File: src/rtl/gcsl_pkg.sv
// Shared types and constants of the Gray-code structured light decoder.
// Used by gcsl_accum, gcsl_decode and gray_code_structured_light_decoder_top.
// No dependencies.
package gcsl_pkg;

  localparam int unsigned CoordW   = 12;  // camera column and row
  localparam int unsigned ProjW    = 13;  // signed projector coordinates
  localparam int unsigned CfgDataW = 13;  // widest configuration register
  localparam int unsigned CfgIdxW  = 3;

  localparam logic [12:0] ImageWidthRst = 13'd1024;
  localparam logic [11:0] UBiasRst      = 12'd64;
  localparam logic [11:0] VBiasRst      = 12'd484;

  typedef enum logic [CfgIdxW-1:0] {
    REG_CROP_WIDTH  = 3'd0,
    REG_CROP_SHIFT  = 3'd1,
    REG_IMAGE_WIDTH = 3'd2,
    REG_PROJ_U_BIAS = 3'd3,
    REG_PROJ_V_BIAS = 3'd4
  } cfg_reg_e;

  typedef struct packed {
    logic        [11:0] crop_width;
    logic signed [11:0] crop_shift;
    logic        [12:0] image_width;
    logic        [11:0] proj_u_bias;
    logic        [11:0] proj_v_bias;
  } cfg_t;

  // Per-pixel side information captured on the pixel's last pair.
  typedef struct packed {
    logic              pixel_ok;
    logic [CoordW-1:0] cam_column;
    logic [CoordW-1:0] cam_row;
  } pix_t;

endpackage

File: src/rtl/gcsl_accum.sv
// Gray bit accumulator: compares each intensity pair and shifts the bit into
// the vertical or horizontal Gray word; hands a finished pixel to the decoder.
// Depends on gcsl_pkg.
module gcsl_accum #(
  parameter int unsigned BITS_PER_AXIS = 11,
  parameter int unsigned LEVEL_WIDTH   = 16
) (
  input  logic                      clk_i,
  input  logic                      rst_ni,
  input  logic                      in_valid_i,
  output logic                      in_stall_o,
  input  logic [LEVEL_WIDTH-1:0]    pattern_level_i,
  input  logic [LEVEL_WIDTH-1:0]    inverse_level_i,
  input  gcsl_pkg::pix_t            pix_i,
  input  logic                      s1_take_i,
  output logic                      s1_valid_o,
  output logic [BITS_PER_AXIS-1:0]  vert_gray_o,
  output logic [BITS_PER_AXIS-1:0]  horz_gray_o,
  output gcsl_pkg::pix_t            pix_o
);
  import gcsl_pkg::*;

  localparam int unsigned PairCnt = 2 * BITS_PER_AXIS;
  localparam int unsigned IdxW    = (PairCnt > 2) ? $clog2(PairCnt) : 1;
  localparam logic [IdxW-1:0] LastIdx  = IdxW'(PairCnt - 1);
  localparam logic [IdxW-1:0] HorzFrom = IdxW'(BITS_PER_AXIS);

  logic [IdxW-1:0]          pair_q, pair_d;
  logic [BITS_PER_AXIS-1:0] vg_q, vg_d, hg_q, hg_d, vg_shift, hg_shift;
  logic                     s1_valid_q, s1_valid_d;
  logic [BITS_PER_AXIS-1:0] s1_vg_q, s1_hg_q;
  pix_t                     s1_pix_q;
  logic                     accept, last, bit_v;

  assign in_stall_o = s1_valid_q && !s1_take_i;
  assign accept     = in_valid_i && !in_stall_o;
  assign last       = (pair_q == LastIdx);
  assign bit_v      = (pattern_level_i > inverse_level_i);
  assign vg_shift   = (vg_q << 1) | BITS_PER_AXIS'(bit_v);
  assign hg_shift   = (hg_q << 1) | BITS_PER_AXIS'(bit_v);

  always_comb begin
    pair_d     = pair_q;
    vg_d       = vg_q;
    hg_d       = hg_q;
    s1_valid_d = s1_valid_q && !s1_take_i;
    if (accept) begin
      if (last) begin
        pair_d     = '0;
        vg_d       = '0;
        hg_d       = '0;
        s1_valid_d = 1'b1;
      end else begin
        pair_d = pair_q + IdxW'(1);
        if (pair_q < HorzFrom) begin
          vg_d = vg_shift;
        end else begin
          hg_d = hg_shift;
        end
      end
    end
  end

  always_ff @(posedge clk_i or negedge rst_ni) begin
    if (!rst_ni) begin
      pair_q     <= '0;
      vg_q       <= '0;
      hg_q       <= '0;
      s1_valid_q <= 1'b0;
    end else begin
      pair_q     <= pair_d;
      vg_q       <= vg_d;
      hg_q       <= hg_d;
      s1_valid_q <= s1_valid_d;
    end
  end

  // The last pair is always a horizontal one, so the vertical word is final.
  always_ff @(posedge clk_i) begin
    if (accept && last) begin
      s1_vg_q  <= vg_q;
      s1_hg_q  <= hg_shift;
      s1_pix_q <= pix_i;
    end
  end

  assign s1_valid_o  = s1_valid_q;
  assign vert_gray_o = s1_vg_q;
  assign horz_gray_o = s1_hg_q;
  assign pix_o       = s1_pix_q;

endmodule

File: src/rtl/gcsl_decode.sv
// Pixel decoder: mask and crop checks, Gray to binary conversion, bias
// subtraction and the result register. Depends on gcsl_pkg.
module gcsl_decode #(
  parameter int unsigned BITS_PER_AXIS = 11
) (
  input  logic                                 clk_i,
  input  logic                                 rst_ni,
  input  gcsl_pkg::cfg_t                       cfg_i,
  input  logic                                 s1_valid_i,
  output logic                                 s1_take_o,
  input  logic [BITS_PER_AXIS-1:0]             vert_gray_i,
  input  logic [BITS_PER_AXIS-1:0]             horz_gray_i,
  input  gcsl_pkg::pix_t                       pix_i,
  output logic                                 out_valid_o,
  input  logic                                 out_stall_i,
  output logic [gcsl_pkg::CoordW-1:0]          match_column_o,
  output logic [gcsl_pkg::CoordW-1:0]          match_row_o,
  output logic signed [gcsl_pkg::ProjW-1:0]    proj_u_o,
  output logic signed [gcsl_pkg::ProjW-1:0]    proj_v_o
);
  import gcsl_pkg::*;

  localparam int unsigned DiffW = ((BITS_PER_AXIS > 12) ? BITS_PER_AXIS : 12) + 1;

  logic [BITS_PER_AXIS-1:0] vbin, hbin;
  logic [DiffW-1:0]         u_diff, v_diff;
  logic signed [15:0]       limit, iw_s, col_s;
  logic                     cropped, emit, out_ready;
  logic                     out_valid_q, out_valid_d;
  logic [CoordW-1:0]        col_q, row_q;
  logic [ProjW-1:0]         u_q, v_q;

  // Each binary bit is the parity of the Gray bits at and above it.
  always_comb begin
    for (int i = 0; i < BITS_PER_AXIS; i++) begin
      vbin[i] = ^(vert_gray_i >> i);
      hbin[i] = ^(horz_gray_i >> i);
    end
  end

  assign u_diff = DiffW'(vbin) - DiffW'(cfg_i.proj_u_bias);
  assign v_diff = DiffW'(hbin) - DiffW'(cfg_i.proj_v_bias);

  assign iw_s  = $signed({3'b000, cfg_i.image_width});
  assign col_s = $signed({4'b0000, pix_i.cam_column});
  assign limit = iw_s - $signed({4'b0000, cfg_i.crop_width})
               + $signed({{3{cfg_i.crop_shift[11]}}, cfg_i.crop_shift, 1'b0});

  assign cropped = (cfg_i.crop_width != '0) &&
                   ((pix_i.cam_column < cfg_i.crop_width) ||
                    ((limit < iw_s) && (col_s >= limit)));

  assign emit = pix_i.pixel_ok && !cropped &&
                (vert_gray_i != '0) && (horz_gray_i != '0);

  assign out_ready   = !out_valid_q || !out_stall_i;
  assign s1_take_o   = s1_valid_i && out_ready;
  assign out_valid_d = s1_take_o ? emit : (out_valid_q && out_stall_i);

  always_ff @(posedge clk_i or negedge rst_ni) begin
    if (!rst_ni) begin
      out_valid_q <= 1'b0;
    end else begin
      out_valid_q <= out_valid_d;
    end
  end

  always_ff @(posedge clk_i) begin
    if (s1_take_o && emit) begin
      col_q <= pix_i.cam_column;
      row_q <= pix_i.cam_row;
      u_q   <= u_diff[ProjW-1:0];
      v_q   <= v_diff[ProjW-1:0];
    end
  end

  assign out_valid_o    = out_valid_q;
  assign match_column_o = col_q;
  assign match_row_o    = row_q;
  assign proj_u_o       = $signed(u_q);
  assign proj_v_o       = $signed(v_q);

endmodule

File: src/rtl/gray_code_structured_light_decoder_top.sv
// Channel   Signals                                   Direction
// request   in_valid_i / in_stall_o, pair fields      in
// match     out_valid_o / out_stall_i, match fields   out
// config    cfg_we_i, cfg_addr_i, cfg_wdata_i         in
//
// One intensity pair is taken per cycle while in_stall_o is low; a pixel takes 2*BITS_PER_AXIS pairs.
// After its pixel's last pair, a match passes through the capture register
// behind the accumulator and then through the result register.
// Reset clears the pair count and the Gray words and loads the configuration
// defaults.
// An out_stall_i holds the result; in_stall_o rises only when a captured
// pixel cannot move into a held result register.
// Top level of the Gray-code decoder; depends on gcsl_pkg, gcsl_accum, gcsl_decode.
module gray_code_structured_light_decoder_top #(
  parameter int unsigned BITS_PER_AXIS = 11,
  parameter int unsigned LEVEL_WIDTH   = 16
) (
  input  logic                               clk_i,
  input  logic                               rst_ni,
  input  logic                               cfg_we_i,
  input  logic [gcsl_pkg::CfgIdxW-1:0]       cfg_addr_i,
  input  logic [gcsl_pkg::CfgDataW-1:0]      cfg_wdata_i,
  input  logic                               in_valid_i,
  output logic                               in_stall_o,
  input  logic [LEVEL_WIDTH-1:0]             pattern_level_i,
  input  logic [LEVEL_WIDTH-1:0]             inverse_level_i,
  input  logic                               pixel_ok_i,
  input  logic [gcsl_pkg::CoordW-1:0]        cam_column_i,
  input  logic [gcsl_pkg::CoordW-1:0]        cam_row_i,
  output logic                               out_valid_o,
  input  logic                               out_stall_i,
  output logic [gcsl_pkg::CoordW-1:0]        match_column_o,
  output logic [gcsl_pkg::CoordW-1:0]        match_row_o,
  output logic signed [gcsl_pkg::ProjW-1:0]  proj_u_o,
  output logic signed [gcsl_pkg::ProjW-1:0]  proj_v_o
);
  import gcsl_pkg::*;

  cfg_t                     cfg_q;
  pix_t                     pix_in, s1_pix;
  logic                     s1_valid, s1_take;
  logic [BITS_PER_AXIS-1:0] s1_vg, s1_hg;

  always_ff @(posedge clk_i or negedge rst_ni) begin
    if (!rst_ni) begin
      cfg_q.crop_width  <= '0;
      cfg_q.crop_shift  <= '0;
      cfg_q.image_width <= ImageWidthRst;
      cfg_q.proj_u_bias <= UBiasRst;
      cfg_q.proj_v_bias <= VBiasRst;
    end else if (cfg_we_i) begin
      case (cfg_reg_e'(cfg_addr_i))
        REG_CROP_WIDTH:  cfg_q.crop_width  <= cfg_wdata_i[11:0];
        REG_CROP_SHIFT:  cfg_q.crop_shift  <= $signed(cfg_wdata_i[11:0]);
        REG_IMAGE_WIDTH: cfg_q.image_width <= cfg_wdata_i;
        REG_PROJ_U_BIAS: cfg_q.proj_u_bias <= cfg_wdata_i[11:0];
        REG_PROJ_V_BIAS: cfg_q.proj_v_bias <= cfg_wdata_i[11:0];
        default: ;
      endcase
    end
  end

  assign pix_in.pixel_ok   = pixel_ok_i;
  assign pix_in.cam_column = cam_column_i;
  assign pix_in.cam_row    = cam_row_i;

  gcsl_accum #(
    .BITS_PER_AXIS (BITS_PER_AXIS),
    .LEVEL_WIDTH   (LEVEL_WIDTH)
  ) u_accum (
    .clk_i           (clk_i),
    .rst_ni          (rst_ni),
    .in_valid_i      (in_valid_i),
    .in_stall_o      (in_stall_o),
    .pattern_level_i (pattern_level_i),
    .inverse_level_i (inverse_level_i),
    .pix_i           (pix_in),
    .s1_take_i       (s1_take),
    .s1_valid_o      (s1_valid),
    .vert_gray_o     (s1_vg),
    .horz_gray_o     (s1_hg),
    .pix_o           (s1_pix)
  );

  gcsl_decode #(
    .BITS_PER_AXIS (BITS_PER_AXIS)
  ) u_decode (
    .clk_i          (clk_i),
    .rst_ni         (rst_ni),
    .cfg_i          (cfg_q),
    .s1_valid_i     (s1_valid),
    .s1_take_o      (s1_take),
    .vert_gray_i    (s1_vg),
    .horz_gray_i    (s1_hg),
    .pix_i          (s1_pix),
    .out_valid_o    (out_valid_o),
    .out_stall_i    (out_stall_i),
    .match_column_o (match_column_o),
    .match_row_o    (match_row_o),
    .proj_u_o       (proj_u_o),
    .proj_v_o       (proj_v_o)
  );

endmodule
File: config.mk
export PLATFORM = sky130hd
export DESIGN_NAME = gray_code_structured_light_decoder_top
export DESIGN_NICKNAME = d
export VERILOG_FILES = /design/src/rtl/gcsl_pkg.sv /design/src/rtl/gcsl_accum.sv /design/src/rtl/gcsl_decode.sv /design/src/rtl/gray_code_structured_light_decoder_top.sv
export SDC_FILE = /design/constraint.sdc
export NUM_CORES = 1
export LEC_CHECK = 0
export BUFFER_PORTS_ARGS = -buffer_cell sky130_fd_sc_hd__buf_2
export CAP_MARGIN = 25
export CORE_ASPECT_RATIO = 0.75
export CORE_MARGIN = 2
export CORE_UTILIZATION = 55
export DETAILED_ROUTE_END_ITERATION = 8
export GPL_ROUTABILITY_DRIVEN = 0
export PLACE_DENSITY_LB_ADDON = 0.15
export SKIP_LAST_GASP = 1
export SLEW_MARGIN = 15
export SYNTH_ARGS = -nofsm -noshare
export SYNTH_HDL_FRONTEND = slang
export SYNTH_SLANG_ARGS = --single-unit
File: constraint.sdc
create_clock -name clk_i -period 9.03 [get_ports clk_i]
set_input_delay 0.903 -clock clk_i [delete_from_list [all_inputs] [get_ports clk_i]]
set_output_delay 0.903 -clock clk_i [all_outputs]
set_load 0.02 [all_outputs]
=== After elaboration in Yosys (flattened, before gate mapping) ===
Cells that the tools add are included.

* Flip-flop bits (word level): 186
* Input port bits: 78
* Logic and storage cells: 97

* $add $sub $neg: 5
* $lt $le $gt $ge: 5
* Eq/ne operators: 6
* Mux-type cells: 8
* Bitwise logic cells: 2
* Reductions and logical operators: 52

{| class="wikitable"
|+ Operators by type and width
! cell !! count
|-
| $reduce_xor 11->1 || 22
|-
| $sub 11x12->13 || 2
|-
| $mux 11 || 2
|-
| $or 11x1->11 || 2
|-
| $reduce_bool 11->1 || 2
|-
| $mux 10 || 2
|-
| $ge 13x16->1 || 1
|-
| $gt 16x16->1 || 1
|-
| $lt 16x14->1 || 1
|-
| $add 14x13->15 || 1
|-
| $reduce_and 2->1 || 7
|-
| $sub 13x12->14 || 1
|-
| $lt 12x12->1 || 1
|-
| $reduce_bool 12->1 || 1
|-
| $logic_and 1x1->1 || 11
|-
| $eq 3x2->1 const B || 2
|-
| $add 5x1->5 const B || 1
|-
| $eq 5x5->1 const B || 1
|-
| $logic_not 1->1 || 5
|-
| $lt 5x4->1 const B || 1
|-
| $mux 5 || 1
|-
| $eq 3x1->1 const B || 1
|-
| $eq 3x3->1 const B || 1
|-
| $logic_not 3->1 || 1
|-
| 4 further kinds || 7
|}

=== Longest topological paths before layout ===
* Word-level depth: 11
* Depth in mapped cells: 23
* Depth with buffers taken out: 23

=== By module ===
Synthesis repeated with hierarchy kept, for this count alone.

* Cells, all modules: 893
* Area total of the unflattened synthesis: 10421.2 sq um

{| class="wikitable"
|+ By module, submodules not included
! module !! times used !! cells an instance !! area each (sq um)
|-
| gcsl_decode || 1 || 531 || 5088.6
|-
| gcsl_accum || 1 || 230 || 2986.6
|-
| gray_code_structured_light_decoder_top || 1 || 132 || 2346.0
|}

=== Worst setup path before layout ===
Ideal clock, no wire load.

* Path type: register -> register
* From: register cfg_q[49] in the netlist's numbering
* To: register u_decode.col_q[0] (netlist: u_decode.match_column_o[0]) (enable)
* Arrival: 4957 ps
* Required time: 8620 ps
* Slack: 3663 ps
* Cell stages (with the launch flop): 21
* Period minus slack after synthesis: 5367 ps
* Cell sequence: dfrtp_1 ha_1 fa_1 nor2b_1 o21ai_0 a21boi_0 o21ai_0 a21oi_1 a41o_1 nor2_1 xnor2_1 ha_1 or2_2 a21oi_1 a21oi_1 xor2_1 ha_1 nor2b_1 a2111oi_4 a31oi_1 or2_1

* Longest elaborated chain between the ends: 11

{| class="wikitable"
|+ RTL lines
! what !! RTL line !! RTL
|-
| from (decl) || gray_code_structured_light_decoder_top.sv:39 || <nowiki>cfg_t cfg_q;</nowiki>
|-
| $sub 13x12->14 || gcsl_decode.sv:46 || <nowiki>assign limit = iw_s - $signed({4'b0000, cfg_i.crop_width})</nowiki>
|-
| $add 14x13->15 || gcsl_decode.sv:47 || <nowiki>+ $signed({{3{cfg_i.crop_shift[11]}}, cfg_i.crop_shift, 1'b0});</nowiki>
|-
| $lt 16x14->1 or $ge 13x16->1 (tied branches) || gcsl_decode.sv:51 || <nowiki>((limit < iw_s) && (col_s >= limit)));</nowiki>
|-
| $logic_and 1x1->1 || gcsl_decode.sv:51 ||
|-
| $logic_or 1x1->1 || gcsl_decode.sv:50 || <nowiki>((pix_i.cam_column < cfg_i.crop_width) ||</nowiki>
|-
| $logic_and 1x1->1 (*) || gcsl_decode.sv:49 || <nowiki>assign cropped = (cfg_i.crop_width != '0) &&</nowiki>
|-
| $logic_not 1->1 (*) || gcsl_decode.sv:53 || <nowiki>assign emit = pix_i.pixel_ok && !cropped &&</nowiki>
|-
| $logic_and 1x1->1 (*) (2 in a row) || gcsl_decode.sv:53 ||
|-
| $logic_and 1x1->1 (*) || gcsl_decode.sv:54 || <nowiki>(vert_gray_i != '0) && (horz_gray_i != '0);</nowiki>
|-
| $logic_and 1x1->1 (*) || gcsl_decode.sv:69 || <nowiki>if (s1_take_o && emit) begin</nowiki>
|-
| to (signal assigned) || gcsl_decode.sv:70 || <nowiki>col_q <= pix_i.cam_column;</nowiki>
|-
| to (decl) || gcsl_decode.sv:30 || <nowiki>logic [CoordW-1:0] col_q, row_q;</nowiki>
|}

Mark *: on every way between the ends. The rest lies on a longest branch, timed or not.
A chain may end at the register's enable or synchronous reset.

=== Worst setup path in the final report ===
* From: register cfg_q[49] in the netlist's numbering
* To: register u_decode.u_q[6] (netlist: u_decode.proj_u_o[6]) (enable)

* Longest elaborated chain between the ends: 11

{| class="wikitable"
|+ RTL lines
! what !! RTL line !! RTL
|-
| $sub 13x12->14 || gcsl_decode.sv:46 ||
|-
| $add 14x13->15 || gcsl_decode.sv:47 ||
|-
| $lt 16x14->1 or $ge 13x16->1 (tied branches) || gcsl_decode.sv:51 ||
|-
| $logic_and 1x1->1 || gcsl_decode.sv:51 ||
|-
| $logic_or 1x1->1 || gcsl_decode.sv:50 ||
|-
| $logic_and 1x1->1 (*) || gcsl_decode.sv:49 ||
|-
| $logic_not 1->1 (*) || gcsl_decode.sv:53 ||
|-
| $logic_and 1x1->1 (*) (2 in a row) || gcsl_decode.sv:53 ||
|-
| $logic_and 1x1->1 (*) || gcsl_decode.sv:54 ||
|-
| $logic_and 1x1->1 (*) || gcsl_decode.sv:69 ||
|-
| to (signal assigned) || gcsl_decode.sv:72 || <nowiki>u_q <= u_diff[ProjW-1:0];</nowiki>
|-
| to (decl) || gcsl_decode.sv:31 || <nowiki>logic [ProjW-1:0] u_q, v_q;</nowiki>
|}

Marks and branches as above.

==> metrics.md <==
| Metric | Value |
|---|---|
| Max FO, Critical Path | `50` |
| Crit Path Class | `reg -> reg` |
| CTS tree | `done` |
| RSZ-0062 raised after global routing | `false` |
| Clk buf depth | `2` |
| Async SR Flop Fraction | `0.478` |
| Layout Skew | `roughly 9.5 ps` |
| Internal Pwr Total | `2.24 mW` |
| Multi-input gate area | `4690 um2` |
| Count of input and output buffers | `roughly 130` |
| Row count | `43` |
| Final period util | `0.615` |
| Initial cell density of the core | `0.559` |
| Register area | `~5000 um2` |
| R2r startpoint | `cfg_q[49]` |
| Die ar. | `about 20000 um2` |
| Clock period minus worst slack | `~5500 ps` |
| Ports | `between 100 and 150` |
| Final Max Slew Viols | `0` |
| Critical Path AT | `around 5700 ps` |
| Detailed-router iteration count before antenna repair | `5` |
| Clock sinks | `186` |
| Worst reg2reg path endpoint | `u_decode.proj_u_o[6]` |
| Count of cell types in the netlist | `62` |
| Area delta synth->final | `15.0%` |
| Post-synthesis sequential area ratio | `0.499` |
| Final HPWL DP | `15800 um` |
| Die Span X | `approximately 160 um` |
| Combinational fraction of design power | `0.492` |
| Worst min path class | `in -> async` |
| Mapped Cells | `approximately 950` |
| Most frequent cells in the layout | `buf_2 (128), inv_1 (114), ha_1 (108)` |
| Max Cap Viol | `0` |
| Placeable Area | `roughly 18000 um2` |
| Post-synth top flop | `edfxtp_1` |
| Pwr dens | `approximately 310 nW/um2` |
| Slowest-stage cell, CP | `dfrtp_1` |
| Setup TNS Final | `0 ps` |
| Clock power share | `0.192` |
| # nets final | `~1300` |
| Clk_lat worst skew | `about 440 ps` |
| Average routed wire per standard cell | `approximately 15 um` |
| Hold Fails Final Rpt | `0` |
| Resize count post-CTS | `0` |
| # fillers | `~1500` |
| Commonest non-fill, non-tap cell in the layout | `buf_2` |
| Final setup fails | `0` |
| R2R cell count | `21` |
| Synth Area per Inst | `10.9 um2` |
| Post-synth EDFFs | `97` |
| Worst-path clk slew | `70 ps` |
| P_leak | `5.37 nW` |
| GR Overflow Total | `0` |
| CTS Hold Bufs | `0` |
| Synthesis warning total | `0` |
| Crit path launch | `cfg_q[49]` |
| CTS Buf Count | `17` |
| Vias/cell | `~5.3` |
| CP max stage delay | `430 ps` |
| Critical-path cell list | `ha_1 -> fa_1 -> nor2b_1 -> o21ai_0 -> a21boi_0 -> o21ai_0 -> a21oi_1 -> a41o_1 -> nor2_1 -> xnor2_1 -> ha_1 -> or2_2 -> a21oi_1 -> a21oi_1 -> xor2_1 -> ha_1 -> nor2b_1 -> a2111oi_4 -> a31oi_1 -> or2_2 -> buf_4` |
| DRC violations left | `0` |
| Seq pwr share | `0.316` |
| Initial DRC Count | `between 400 and 500` |
| Largest net degree at the start of global routing | `63` |
| # diodes | `0` |
| Post-Syn Nets | `about 1100` |
| Initial antenna violation count | `0` |
| Crit path launch type | `register` |
| Worst Path Required | `roughly 9100 ps` |
| Die Ht | `123 um` |
| Status | `completed` |
| Worst VDD drop | `roughly 0.16 mV` |
| Sw frac | `0.394` |
| Yosys reg bits | `between 150 and 200` |
| Worst-margin pin slew | `around 760 ps` |
| First-pass GRT wire length | `roughly 34000 um` |
| Crit path capture type | `register` |
| P_sw | `~1.5 mW` |
| Final Non-Filler Cells | `roughly 1300` |
| Post-Syn Area | `just over 10000 um2` |
| Routed Antenna Nets | `0` |
| Routed wire length | `~21000 um` |
| Total GRT Usage | `0.222` |
| CP endpoint | `u_decode.proj_u_o[6]` |
| CTS Root Cell | `clkbuf_16` |
| Htree depth | `4` |
| Internal reg-to-reg setup slack | `~3500 ps` |
| Vias in the first global route | `6890` |
| Placed cells | `~1300` |
| Final Power | `about 3.7 mW` |
| Via count | `slightly above 7000` |
| Layout cell share with drive strength beyond 1 | `0.202` |
| # Post-CTS Setup Buffers | `0` |
| Relative slew slack | `0.491` |
| Fmax | `about 180 MHz` |
power by group through the flow:
stage          sequential, mW  clock [mW]  combinational, mW
6_report                 1.17       0.709               1.82
5_1_grt                  1.19       0.760               2.07
4_1_cts                  1.17       0.727               1.81
3_5_place_dp             1.18           0               1.79
3_3_place_gp             1.18           0               1.75
2_1_floorplan            1.15           0               1.45
layer usage:
metal | global-route usage | up-vias | routed length (um)
met5 | 0 | - | 0
met4 | 0.0741 | 0 | 369
met2 | 0.337 | 146 | 9220
li1 | - | 3603 | -
met1 | 0.319 | 3325 | 10300
met3 | 0.0470 | 27 | 972
worst min-delay path by stage:
stage / from / endpoint / depth (start not counted)
finish: rst_ni / u_accum.hg_q[7] / 1
global route: rst_ni / u_accum.hg_q[3] / 1
CTS: rst_ni / u_accum.hg_q[7] / 1
detailed placement: u_accum.pix_o[2] / u_decode.match_row_o[2] / 0
global placement: u_accum.pix_o[5] / u_decode.match_row_o[5] / 0
floorplan: u_accum.pix_o[0] / u_decode.match_row_o[0] / 0
flip-flops by register name, indices dropped and copies added, names as in the netlist:
signal and flops:
cfg_q 61, u_accum.pix_o 25, u_decode.proj_u_o 13, u_decode.proj_v_o 13, u_decode.match_column_o 12, u_decode.match_row_o 12, u_accum.horz_gray_o 11, u_accum.vert_gray_o 11
u_accum.vg_q 11, u_accum.hg_q 10, u_accum.pair_q 5, u_accum.s1_valid_o 1, u_decode.out_valid_o 1
kinds of logic after synthesis:
logic type,Yosys count,synth area share
muxes,32,0.0346
adders and majority gates,113,0.140
and+or+nand+nor,245,0.110
xor gates and xnor gates,65,0.0552
AOI/OAI and AO/OA,178,0.113
buffers and inverters,129,0.0470
DFF,186,0.499
synth_stat cells (all sizes together), types with 5 or more instances:
library cell | n | area [um2]
dfrtp | 82 | 2050
a211o | 5 | 45.0
dfstp | 7 | 184
o21bai | 5 | 37.5
a21boi | 5 | 37.5
nor3b | 6 | 45.0
xnor2 | 50 | 438
nand3 | 24 | 120
edfxtp | 97 | 2910
nand4 | 9 | 56.3
inv | 115 | 432
nor3 | 11 | 66.3
nand2 | 107 | 402
o21a | 11 | 82.6
a211oi | 9 | 72.6
ha | 108 | 1350
nor2b | 13 | 81.3
nand2b | 7 | 43.8
nor2 | 46 | 173
a21o | 10 | 75.1
xor2 | 15 | 131
o21ai | 69 | 349
a21oi | 34 | 170
clkbuf | 13 | 48.8
o211ai | 7 | 57.6
or2 | 5 | 31.3
mux2 | 29 | 327
area by class of cell:
| type | instances | area share |
|---|---|---|
| inverter | 115 | 0.0364 |
| sequential | 186 | 0.434 |
| timing repair buffer | 136 | 0.0602 |
| tap | 247 | 0.0261 |
| clock buffer | 17 | 0.0359 |
| clock inverter | 15 | 0.0115 |
| multi-input combinational | 633 | 0.395 |
critical path, delay by kind of cell (launching register included):
family          cells  cell delay, ps
compound gates      9            1750
flops               1             430
fa+ha+maj           4            1300
buf+inv             1             330
xor+xnor            2             410
simple gates        5             960
through the flow:
stage                     cell area, um2  setup WS (ps)   util  hold WS [ps]
after floorplan                    10300           3660      -           400
after global placement             11300           3760  0.610           400
after detailed placement           11300           3650  0.611           405
after CTS                          11800           3540  0.641           371
after global routing               11900           3040  0.642           385
final                              11900           3480  0.642           368
Note: power is estimated with default switching activity, not from simulation.
